`config.mk`:
```
export PLATFORM = sky130hd
export DESIGN_NAME = sha256_stream_hasher_unit
export DESIGN_NICKNAME = d
export VERILOG_FILES = /design/src/rtl/sha_pkg.sv /design/src/rtl/sha_datapath.sv /design/src/rtl/sha_ctrl.sv /design/src/rtl/sha256_stream_hasher_unit.sv
export SDC_FILE = /design/constraint.sdc
export NUM_CORES = 2
export LEC_CHECK = 0
export ABC_AREA = 0
export BUFFER_PORTS_ARGS = -buffer_cell sky130_fd_sc_hd__buf_2
export CAP_MARGIN = 40
export CORE_MARGIN = 5
export CORE_UTILIZATION = 50
export CTS_BUF_LIST = sky130_fd_sc_hd__clkbuf_4 sky130_fd_sc_hd__clkbuf_8
export CTS_CLUSTER_SIZE = 24
export DETAILED_ROUTE_END_ITERATION = 6
export GPL_TIMING_DRIVEN = 0
export PLACE_DENSITY = 0.7
export SLEW_MARGIN = 10
export SYNTH_ARGS = -nofsm -noshare
export SYNTH_HDL_FRONTEND = slang
export SYNTH_SLANG_ARGS = --single-unit
```
`constraint.sdc`:
```
create_clock -name i_clk -period 25.1 [get_ports i_clk]
set_input_delay 7.53 -clock i_clk [delete_from_list [all_inputs] [get_ports i_clk]]
set_output_delay 7.53 -clock i_clk [all_outputs]
set_load 0.01 [all_outputs]
```
`src/rtl/sha_pkg.sv`:
```
package sha_pkg;

    typedef struct packed {
        logic [7:0] data_byte;
        logic       byte_valid;
        logic       end_of_message;
    } t_in_req;

    typedef struct packed {
        logic [31:0] digest_word;
        logic        digest_last;
    } t_out_req;

    typedef struct packed {
        logic       init_chain;
        logic       wr_byte;
        logic [7:0] wr_data;
        logic       start;
        logic       out_load;
        logic       out_shift;
    } t_dp_cmd;

    typedef struct packed {
        logic busy;
        logic done;
    } t_dp_sts;

    localparam logic [31:0] INIT_HASH [8] = '{
        32'h6a09e667, 32'hbb67ae85, 32'h3c6ef372, 32'ha54ff53a,
        32'h510e527f, 32'h9b05688c, 32'h1f83d9ab, 32'h5be0cd19
    };

    localparam logic [31:0] ROUND_K [64] = '{
        32'h428a2f98, 32'h71374491, 32'hb5c0fbcf, 32'he9b5dba5, 32'h3956c25b, 32'h59f111f1,
        32'h923f82a4, 32'hab1c5ed5, 32'hd807aa98, 32'h12835b01, 32'h243185be, 32'h550c7dc3,
        32'h72be5d74, 32'h80deb1fe, 32'h9bdc06a7, 32'hc19bf174, 32'he49b69c1, 32'hefbe4786,
        32'h0fc19dc6, 32'h240ca1cc, 32'h2de92c6f, 32'h4a7484aa, 32'h5cb0a9dc, 32'h76f988da,
        32'h983e5152, 32'ha831c66d, 32'hb00327c8, 32'hbf597fc7, 32'hc6e00bf3, 32'hd5a79147,
        32'h06ca6351, 32'h14292967, 32'h27b70a85, 32'h2e1b2138, 32'h4d2c6dfc, 32'h53380d13,
        32'h650a7354, 32'h766a0abb, 32'h81c2c92e, 32'h92722c85, 32'ha2bfe8a1, 32'ha81a664b,
        32'hc24b8b70, 32'hc76c51a3, 32'hd192e819, 32'hd6990624, 32'hf40e3585, 32'h106aa070,
        32'h19a4c116, 32'h1e376c08, 32'h2748774c, 32'h34b0bcb5, 32'h391c0cb3, 32'h4ed8aa4a,
        32'h5b9cca4f, 32'h682e6ff3, 32'h748f82ee, 32'h78a5636f, 32'h84c87814, 32'h8cc70208,
        32'h90befffa, 32'ha4506ceb, 32'hbef9a3f7, 32'hc67178f2
    };

    localparam logic [7:0] PAD_BYTE  = 8'h80;
    localparam logic [5:0] LEN_START = 6'd56;

    function automatic logic [31:0] ror32(input logic [31:0] x, input int n);
        ror32 = (x >> n) | (x << (32 - n));
    endfunction

endpackage

```
`src/rtl/sha_datapath.sv`:
```
module sha_datapath
    import sha_pkg::*;
(
    input  logic        i_clk,
    input  logic        i_rst_n,
    input  t_dp_cmd     i_cmd,
    output t_dp_sts     o_sts,
    output logic [31:0] o_word
);

    logic [31:0] r_w [16];
    logic [31:0] r_h [8];
    logic [31:0] r_v [8];
    logic [31:0] r_out [8];
    logic [1:0]  r_fill;
    logic [5:0]  r_round;
    logic        r_busy;
    logic        r_done;

    logic [31:0] w_cur, w_new, t1, t2, s0, s1, b0, b1, ch, mj;

    always_comb begin
        w_cur = r_w[0];
        s0 = ror32(r_w[1], 7) ^ ror32(r_w[1], 18) ^ (r_w[1] >> 3);
        s1 = ror32(r_w[14], 17) ^ ror32(r_w[14], 19) ^ (r_w[14] >> 10);
        w_new = r_w[0] + s0 + r_w[9] + s1;
        b1 = ror32(r_v[4], 6) ^ ror32(r_v[4], 11) ^ ror32(r_v[4], 25);
        ch = (r_v[4] & r_v[5]) ^ (~r_v[4] & r_v[6]);
        t1 = r_v[7] + b1 + ch + ROUND_K[r_round] + w_cur;
        b0 = ror32(r_v[0], 2) ^ ror32(r_v[0], 13) ^ ror32(r_v[0], 22);
        mj = (r_v[0] & r_v[1]) ^ (r_v[0] & r_v[2]) ^ (r_v[1] & r_v[2]);
        t2 = b0 + mj;
    end

    always_ff @(posedge i_clk) begin
        if (!i_rst_n) begin
            r_fill  <= '0;
            r_round <= '0;
            r_busy  <= 1'b0;
            r_done  <= 1'b0;
            for (int k = 0; k < 8; k++) r_h[k] <= INIT_HASH[k];
        end else begin
            r_done <= 1'b0;
            if (i_cmd.init_chain) begin
                for (int k = 0; k < 8; k++) r_h[k] <= INIT_HASH[k];
                r_fill <= '0;
            end
            if (i_cmd.wr_byte) begin
                if (r_fill == 2'd0) begin
                    for (int k = 0; k < 15; k++) r_w[k] <= r_w[k + 1];
                end
                r_w[15] <= {r_w[15][23:0], i_cmd.wr_data};
                r_fill <= r_fill + 2'd1;
            end
            if (i_cmd.start) begin
                r_busy  <= 1'b1;
                r_round <= '0;
                for (int k = 0; k < 8; k++) r_v[k] <= r_h[k];
            end else if (r_busy) begin
                for (int k = 0; k < 15; k++) r_w[k] <= r_w[k + 1];
                r_w[15] <= w_new;
                r_v[0] <= t1 + t2;
                r_v[1] <= r_v[0];
                r_v[2] <= r_v[1];
                r_v[3] <= r_v[2];
                r_v[4] <= r_v[3] + t1;
                r_v[5] <= r_v[4];
                r_v[6] <= r_v[5];
                r_v[7] <= r_v[6];
                r_round <= r_round + 6'd1;
                if (r_round == 6'd63) begin
                    r_busy <= 1'b0;
                    r_done <= 1'b1;
                end
            end
            if (r_done) begin
                for (int k = 0; k < 8; k++) r_h[k] <= r_h[k] + r_v[k];
            end
        end
    end

    always_ff @(posedge i_clk) begin
        if (i_cmd.out_load) begin
            for (int k = 0; k < 8; k++) r_out[k] <= r_h[k];
        end else if (i_cmd.out_shift) begin
            for (int k = 0; k < 7; k++) r_out[k] <= r_out[k + 1];
            r_out[7] <= r_out[7];
        end
    end

    assign o_sts.busy = r_busy | r_done;
    assign o_sts.done = r_done;
    assign o_word     = r_out[0];

endmodule

```
`src/rtl/sha_ctrl.sv`:
```
module sha_ctrl
    import sha_pkg::*;
(
    input  logic    i_clk,
    input  logic    i_rst_n,
    input  logic    i_valid,
    output logic    o_stall,
    input  t_in_req i_req,
    input  t_dp_sts i_sts,
    output t_dp_cmd o_cmd,
    output logic    o_valid,
    output logic    o_last,
    input  logic    i_stall
);

    localparam logic [2:0] S_IDLE  = 3'd0;
    localparam logic [2:0] S_PAD   = 3'd1;
    localparam logic [2:0] S_WAIT  = 3'd2;
    localparam logic [2:0] S_LOAD  = 3'd3;
    localparam logic [2:0] S_OUT   = 3'd4;
    localparam logic [2:0] S_COMP  = 3'd5;

    logic [2:0]  r_state, n_state;
    logic [5:0]  r_fill, n_fill;
    logic [60:0] r_count, n_count;
    logic        r_close, n_close;
    logic        r_padded, n_padded;
    logic        r_lenw, n_lenw;
    logic [2:0]  r_oidx, n_oidx;
    logic [63:0] bits;
    logic [7:0]  pad_byte;
    logic        acc;

    assign bits = {r_count, 3'b000};
    assign acc  = i_valid && !o_stall;

    always_comb begin
        if (r_lenw)
            pad_byte = bits[8 * (7 - 32'(r_fill[2:0])) +: 8];
        else if (!r_padded)
            pad_byte = PAD_BYTE;
        else
            pad_byte = 8'h00;
    end

    always_comb begin
        n_state  = r_state;
        n_fill   = r_fill;
        n_count  = r_count;
        n_close  = r_close;
        n_padded = r_padded;
        n_lenw   = r_lenw;
        n_oidx   = r_oidx;
        o_cmd    = '0;
        o_stall  = (r_state != S_IDLE);
        o_valid  = (r_state == S_OUT);
        o_last   = (r_oidx == 3'd7);
        case (r_state)
            S_IDLE: begin
                if (acc && (i_req.byte_valid || i_req.end_of_message)) begin
                    n_close = i_req.end_of_message;
                    if (i_req.byte_valid) begin
                        o_cmd.wr_byte = 1'b1;
                        o_cmd.wr_data = i_req.data_byte;
                        n_count = r_count + 61'd1;
                        n_fill  = r_fill + 6'd1;
                        if (r_fill == 6'd63) begin
                            n_state = S_COMP;
                        end else if (i_req.end_of_message) begin
                            n_state = S_PAD;
                        end
                    end else begin
                        n_state = S_PAD;
                    end
                end
            end
            S_COMP: begin
                o_cmd.start = 1'b1;
                n_state = S_WAIT;
            end
            S_PAD: begin
                o_cmd.wr_byte = 1'b1;
                o_cmd.wr_data = pad_byte;
                n_padded = 1'b1;
                n_fill = r_fill + 6'd1;
                if (r_fill == LEN_START - 6'd1) n_lenw = 1'b1;
                if (r_fill == 6'd63) n_state = S_COMP;
            end
            S_WAIT: begin
                if (i_sts.done) begin
                    if (!r_close) n_state = S_IDLE;
                    else if (r_lenw) n_state = S_LOAD;
                    else n_state = S_PAD;
                end
            end
            S_LOAD: begin
                o_cmd.out_load = 1'b1;
                n_oidx = 3'd0;
                n_state = S_OUT;
            end
            S_OUT: begin
                if (!i_stall) begin
                    o_cmd.out_shift = 1'b1;
                    n_oidx = r_oidx + 3'd1;
                    if (r_oidx == 3'd7) begin
                        o_cmd.init_chain = 1'b1;
                        n_count  = '0;
                        n_close  = 1'b0;
                        n_padded = 1'b0;
                        n_lenw   = 1'b0;
                        n_fill   = '0;
                        n_state  = S_IDLE;
                    end
                end
            end
            default: n_state = S_IDLE;
        endcase
    end

    always_ff @(posedge i_clk) begin
        if (!i_rst_n) begin
            r_state  <= S_IDLE;
            r_fill   <= '0;
            r_count  <= '0;
            r_close  <= 1'b0;
            r_padded <= 1'b0;
            r_oidx   <= '0;
            r_lenw   <= 1'b0;
        end else begin
            r_state  <= n_state;
            r_fill   <= n_fill;
            r_count  <= n_count;
            r_close  <= n_close;
            r_padded <= n_padded;
            r_oidx   <= n_oidx;
            r_lenw   <= n_lenw;
        end
    end

endmodule

```
`src/rtl/sha256_stream_hasher_unit.sv`:
```
// Input: a byte that completes no block is taken while the unit is idle; the byte that completes a
// block holds the input through start, 64 rounds one per cycle, and fold-back.
// End of message: padding bytes one per cycle, one or two blocks, a load step, 8 words.
// No new byte is taken until the compression of a completed block is done.
// Reset: synchronous, active low; loads the initial hash values, clears counters.
module sha256_stream_hasher_unit
    import sha_pkg::*;
(
    input  logic     i_clk,
    input  logic     i_rst_n,
    input  logic     i_valid,
    output logic     o_stall,
    input  t_in_req  i_req,
    output logic     o_valid,
    input  logic     i_stall,
    output t_out_req o_req
);

    t_dp_cmd     cmd;
    t_dp_sts     sts;
    logic [31:0] word;
    logic        last;

    sha_ctrl u_ctrl (
        .i_clk   (i_clk),
        .i_rst_n (i_rst_n),
        .i_valid (i_valid),
        .o_stall (o_stall),
        .i_req   (i_req),
        .i_sts   (sts),
        .o_cmd   (cmd),
        .o_valid (o_valid),
        .o_last  (last),
        .i_stall (i_stall)
    );

    sha_datapath u_dp (
        .i_clk   (i_clk),
        .i_rst_n (i_rst_n),
        .i_cmd   (cmd),
        .o_sts   (sts),
        .o_word  (word)
    );

    assign o_req.digest_word = word;
    assign o_req.digest_last = last;

endmodule
```
; ---- After elaboration in Yosys (flattened, before gate mapping)
; Memory sizes are Yosys's and may differ from the RTL's.
; Cells that the tools add are included.
[word_totals]
register_bits = 86
latch_bits = 0
ram_bits = 1280
romBits = 2048
input_bits = 14
elab_cells = 282
mem_count = 5
[mem_list]
columns = name, depth, word_bits, rd, rd_ports_with_merged_regs, wr, line
row1 = (name not given), 64, 32, 1, 0, 0, sha_datapath.sv:29  ; t1 = r_v[7] + b1 + ch + ROUND_K[r_round] + w_cur;
row2 = u_dp.r_w, 16, 32, 16, 0, 16, sha_datapath.sv:11  ; logic [31:0] r_w [16];
row3 = u_dp.r_h, 8, 32, 8, 0, 8, sha_datapath.sv:12  ; logic [31:0] r_h [8];
row4 = u_dp.r_out, 8, 32, 8, 0, 8, sha_datapath.sv:14  ; logic [31:0] r_out [8];
row5 = u_dp.r_v, 8, 32, 8, 0, 8, sha_datapath.sv:13  ; logic [31:0] r_v [8];
[op_classes]
n_addsub = 24
mul = 0
div_mod_pow = 0
n_lt_le_gt_ge = 1
eq_ne = 17
shift = 1
muxes = 124
bitwise = 78
n_reduce_logical = 21
[op_table]
columns = operator, n
row1 = 32-bit two-way mux, 50
row2 = 32-bit adder, 18
row3 = 32-bit XOR, 9
row4 = 61-bit two-way mux, 4
row5 = 32-bit AND, 5
row6 = 61-bit one-hot mux with 2 select lines, 1
row7 = 64-bit by 33-bit variable part select with 8-bit output, 1
row8 = "61-bit by 1-bit adder with 61-bit output, second input constant", 1
row9 = 1-bit OR, 48
row10 = 1-bit two-way mux, 41
row11 = 32-bit inverter, 1
row12 = 10-bit by 32-bit OR with 32-bit output, 1
row13 = 13-bit by 32-bit OR with 32-bit output, 1
row14 = 14-bit by 32-bit OR with 32-bit output, 1
row15 = 15-bit by 32-bit OR with 32-bit output, 1
row16 = 19-bit by 32-bit OR with 32-bit output, 1
row17 = 21-bit by 32-bit OR with 32-bit output, 1
row18 = 25-bit by 32-bit OR with 32-bit output, 1
row19 = 26-bit by 32-bit OR with 32-bit output, 1
row20 = 30-bit by 32-bit OR with 32-bit output, 1
row21 = 7-bit by 32-bit OR with 32-bit output, 1
row22 = 32-bit by 22-bit XOR with 32-bit output, 1
row23 = 32-bit by 29-bit XOR with 32-bit output, 1
row24 = 3-bit two-way mux, 9
row25 = 37 further kinds, 66

; ---- Logic depth before layout (Yosys ltp)
[depth]
word_depth = 10
depth_mapped = 40

; ---- By module
; A second synthesis with hierarchy kept.
[unflattened]
cells_unflattened = 6987
hier_area_um2 = 78923.2
[modules_own_cells]
columns = mod, n_inst, cells_each, area_per_inst_um2, seq_area_each_um2
row1 = sha_datapath, 1, 6446, 74370.1, 38316.7
row2 = sha_ctrl, 1, 540, 4545.6, 1521.5
row3 = sha256_stream_hasher_unit, 1, 1, 7.5, 0.0

; ---- Worst setup path after synthesis
; No wires, ideal clock.
[synth_path]
path_kind = input port to flip-flop
start = in i_rst_n
end = mem u_dp.r_w[0][0], enable pin
t_arrival_ns = 16.443
t_required_ns = 21.675
slack_ns = 5.232
stages = 6
path_cell_list = clkbuf_1 -> nand3_1 -> clkbuf_1 -> buf_1 -> clkbuf_1 -> nand2_1
[synth_lines]
columns = element, line
row1 = start: declaration, sha256_stream_hasher_unit.sv:10  ; input logic i_rst_n,
row2 = end: declaration, sha_datapath.sv:11

==> out/qor.txt <==
Crit path to = u_dp.r_v[0][31]
Fmax = 0.08649 GHz
H-tree Lvls = 4
Starting Density = 0.5035
RR Startpoint = u_dp.r_round[0]
GPL Wtd Cong = 1.029
Worst reg-to-reg setup slack = 13540 ps
Slew Viols, Final = 0
Required @ worst endpoint = 25900 ps
Final ANT Viol Nets = 0
Part of the cycle the worst path needs = 0.4607
Syn-to-layout area delta = 11.64%
Vias in the first global route = 56241
Status = completed
Final nets = 7882
Die ar. = 163500 µm²
Pin count of the biggest net entering global routing = 71
Power per Cell Area = 133.2 nW/µm²
Final standard cell area without fillers = 86800 µm²
Cts bufs inserted = 225
Hold buffers post-CTS = 0
GR Overflow Total = 0
Post-synthesis adder-cell area fraction = 0.1173
Count of different cell masters after synthesis = 115
Worst Path Arrival = 12360 ps
R2r endpoint = u_dp.r_v[0][31]
HPWL after DPL = 199.4 mm
Synth area leader = edfxtp_1
Final setup fails = 0
Share of synthesized registers carrying an async set or reset = 0
Number of synthesized flops with an enable pin = 1248
Area share of and/or/nand/nor cells after synthesis = 0.1203
Hold path start = u_dp.r_w[0][230]
Worst Max-Slew Pin Slew = 1063 ps
Tmin final = 11560 ps
Largest family of logic cells by synthesized area = simple AND/OR/NAND/NOR gates
Mux share of post-synthesis cell area = 0.04155
Post-synthesis sequential area ratio = 0.5124
Post-CTS resize count = 0
Critical path endpoint category = flip-flop
Die width = 404.3 µm
# IOs = 49
MaxCap Viol Count = 0
Post-synthesis xor/xnor area fraction = 0.06628
Final WL = 259.0 mm
Total core area = 154400 µm²
Unrepaired setup endpoints after global routing = false
Root buf cell = clkbuf_8
Yosys warning count = 0
Drt pass-1 iters = 6
Layout cell share with drive strength beyond 1 = 0.1108
Setup crit start = u_dp.r_round[0]
Net count after synthesis = 7505
Cells on Worst Hold Path = 0
Clock slew at reported path FFs = 60 ps
Worst Skew = 71.27 ps
Clock tree buffer depth = 3
Area contributors post-synth = edfxtp_1 48%, ha_1 6.4%, nand2_1 5.2%, fa_1 5.0%, xnor2_1 4.2%
Slowest CP cell = clkinv_1
Cells on worst reg2reg path = 34
Synthesis-stage register bit count = 1366
Port Buffer Count = 47
Initial antenna violation count = 14
Via density = 6.019
Critical path peak fanout = 13
Post-Place Cells = 9092
Hold Crit Class = flip-flop to flip-flop
CTS tree = done
Top_reg_cell synth = edfxtp_1
Initial drt markers = 5903
Routed via count = 57259
Non-filler instance count after layout = 9513
Compound-Gate Fraction of Synth Area = 0.1135
Max VDD drop = 0.2696 mV
Clock tree sinks = 1366
Number of hold violations in the final report = 0
Die Height = 404.3 µm
Area of the mapped netlist = 77750 µm²
DP Area = 82080 µm²
Cell repeated most along the worst path = fa_1
CP Launch Type = flip-flop
Row cnt = 144
Critical Setup Path Class = flip-flop to flip-flop
Lkg Pwr = 32.93 nW
CP peak stage delay = 710 ps
Total Power = 11.56 mW
First-pass GRT wire length = 373.4 mm
Filler cells = 12964
Post-CTS setup repair buffer count = 0
Remaining DRCs = 0
Skew-Pair Late Insertion Delay = 1000 ps
GRT Total Usage = 0.3114
Avg Inst Size Synth = 11.27 µm²
Top cell type's share of synthesized area = 0.4820
Cell count after synthesis = 6899
Slew HR = 0.2849
Drt wl/cell = 27.22 µm
-- synth_stat cells (71+ instances only) --
cell	instances
mux2_2	202
nand3_1	114
xnor2_1	371
nor3_1	92
nand2_1	1080
inv_1	295
xor2_1	213
nand2b_1	71
fa_1	195
a21oi_1	359
nor2_1	402
a21o_1	164
ha_1	397
clkbuf_1	253
edfxtp_1	1248
dfxtp_1	118
o21ai_0	333
-- final cells by class --
class,instances,area (µm²),area share
sequential,1366,39840,0.4589
multi-input combinational,4942,35710,0.4114
clock buffer,293,3657,0.04213
tap,2044,2557,0.02946
timing repair buffer,150,1722,0.01983
buffer,290,1130,0.01302
inverter,301,1130,0.01302
clock inverter,116,1032,0.01189
antenna,11,27.53,0.0003171
-- worst min-delay path by stage --
stage / endpoint / slack (ps)
after floorplan: u_dp.r_w[0][100] / 400
after global placement: u_dp.r_w[0][351] / 400
after detailed placement: u_dp.r_w[0][108] / 400
after CTS: u_dp.r_w[0][198] / 400
after global routing: u_dp.r_w[0][61] / 410
final: u_dp.r_w[0][198] / 380
-- report_power, final --
part	internal, mW	switching [mW]
clock	1.10	0.965
sequential	2.97	0.204
combinational	2.52	3.81
-- placed cells by master, fill, tap and decap left out, types with 25 or more instances in the layout --
cell type / n
o21bai_1: 40
xor2_1: 213
nor2_1: 402
mux2_2: 202
or3_1: 51
clkbuf_1: 236
o21a_1: 58
fa_1: 195
maj3_1: 25
nor3b_1: 25
nand2b_1: 71
nor2b_1: 57
and2_1: 25
ha_1: 397
o21ai_0: 333
a21o_1: 164
a31oi_1: 49
and3_1: 57
buf_6: 36
nor3_1: 92
buf_2: 53
nand2_1: 1076
inv_1: 295
edfxtp_1: 1248
a211oi_1: 66
clkbuf_8: 233
nand4_1: 30
o31ai_1: 31
xnor2_1: 371
nand3_1: 114
o211ai_1: 42
a21oi_1: 359
dfxtp_1: 118
clkinv_1: 68
clkbuf_4: 61
mux2i_1: 55
buf_1: 32
-- sequential cells by signal (all words and copies together) (netlist names) --
| register | flops |
|---|---|
| u_ctrl.r_lenw | 1 |
| u_dp.r_busy | 1 |
| u_ctrl.r_close | 1 |
| u_dp.r_out | 256 |
| u_ctrl.r_oidx | 3 |
| u_ctrl.r_count | 61 |
| u_dp.r_h | 256 |
| u_ctrl.r_fill | 6 |
| u_ctrl.r_state | 3 |
| u_ctrl.r_padded | 1 |
| u_dp.r_done | 1 |
| u_dp.r_fill | 2 |
| u_dp.r_w | 512 |
| u_dp.r_round | 6 |
| u_dp.r_v | 256 |
-- routing by layer --
| metal | wire length, µm | GRT usage |
|---|---|---|
| met1 | 99970 | 0.3897 |
| met4 | 18430 | 0.1891 |
| met3 | 21070 | 0.06237 |
| met2 | 119400 | 0.5014 |
| met5 | 48 | 0 |
-- cells by family (layout without fill, tap and decap cells) --
| group | count (synthesis) | after routing |
|---|---|---|
| simple gates | 2097 | 2097 |
| compound gates | 1367 | 1367 |
| flops | 1366 | 1366 |
| fa+ha+maj | 617 | 617 |
| buf+inv | 591 | 1150 |
| xor+xnor | 586 | 586 |
| mux | 275 | 275 |
| other cells | 0 | 11 |
-- critical path, delay by kind of cell (launching register included) --
kind	cells	cell delay, ps
buf+inv	7	2250
simple gates	9	2120
compound gates	9	2500
flops	1	560
xor+xnor	2	770
fa+ha+maj	7	3170
-- stage by stage --
stage / utilization / worst slack, ps / hold WS [ps] / TNS (ps)
after global routing: 0.5620 / 13220 / 409.2 / 0
after floorplan: - / 5232 / 400.3 / 0
final: 0.5622 / 13540 / 380.6 / 0
after global placement: 0.5216 / -2366 / 400.4 / -1094330
after CTS: 0.5620 / 13780 / 396.7 / 0
after detailed placement: 0.5316 / 12780 / 404.5 / 0
Note: power is estimated with default switching activity, not from simulation.
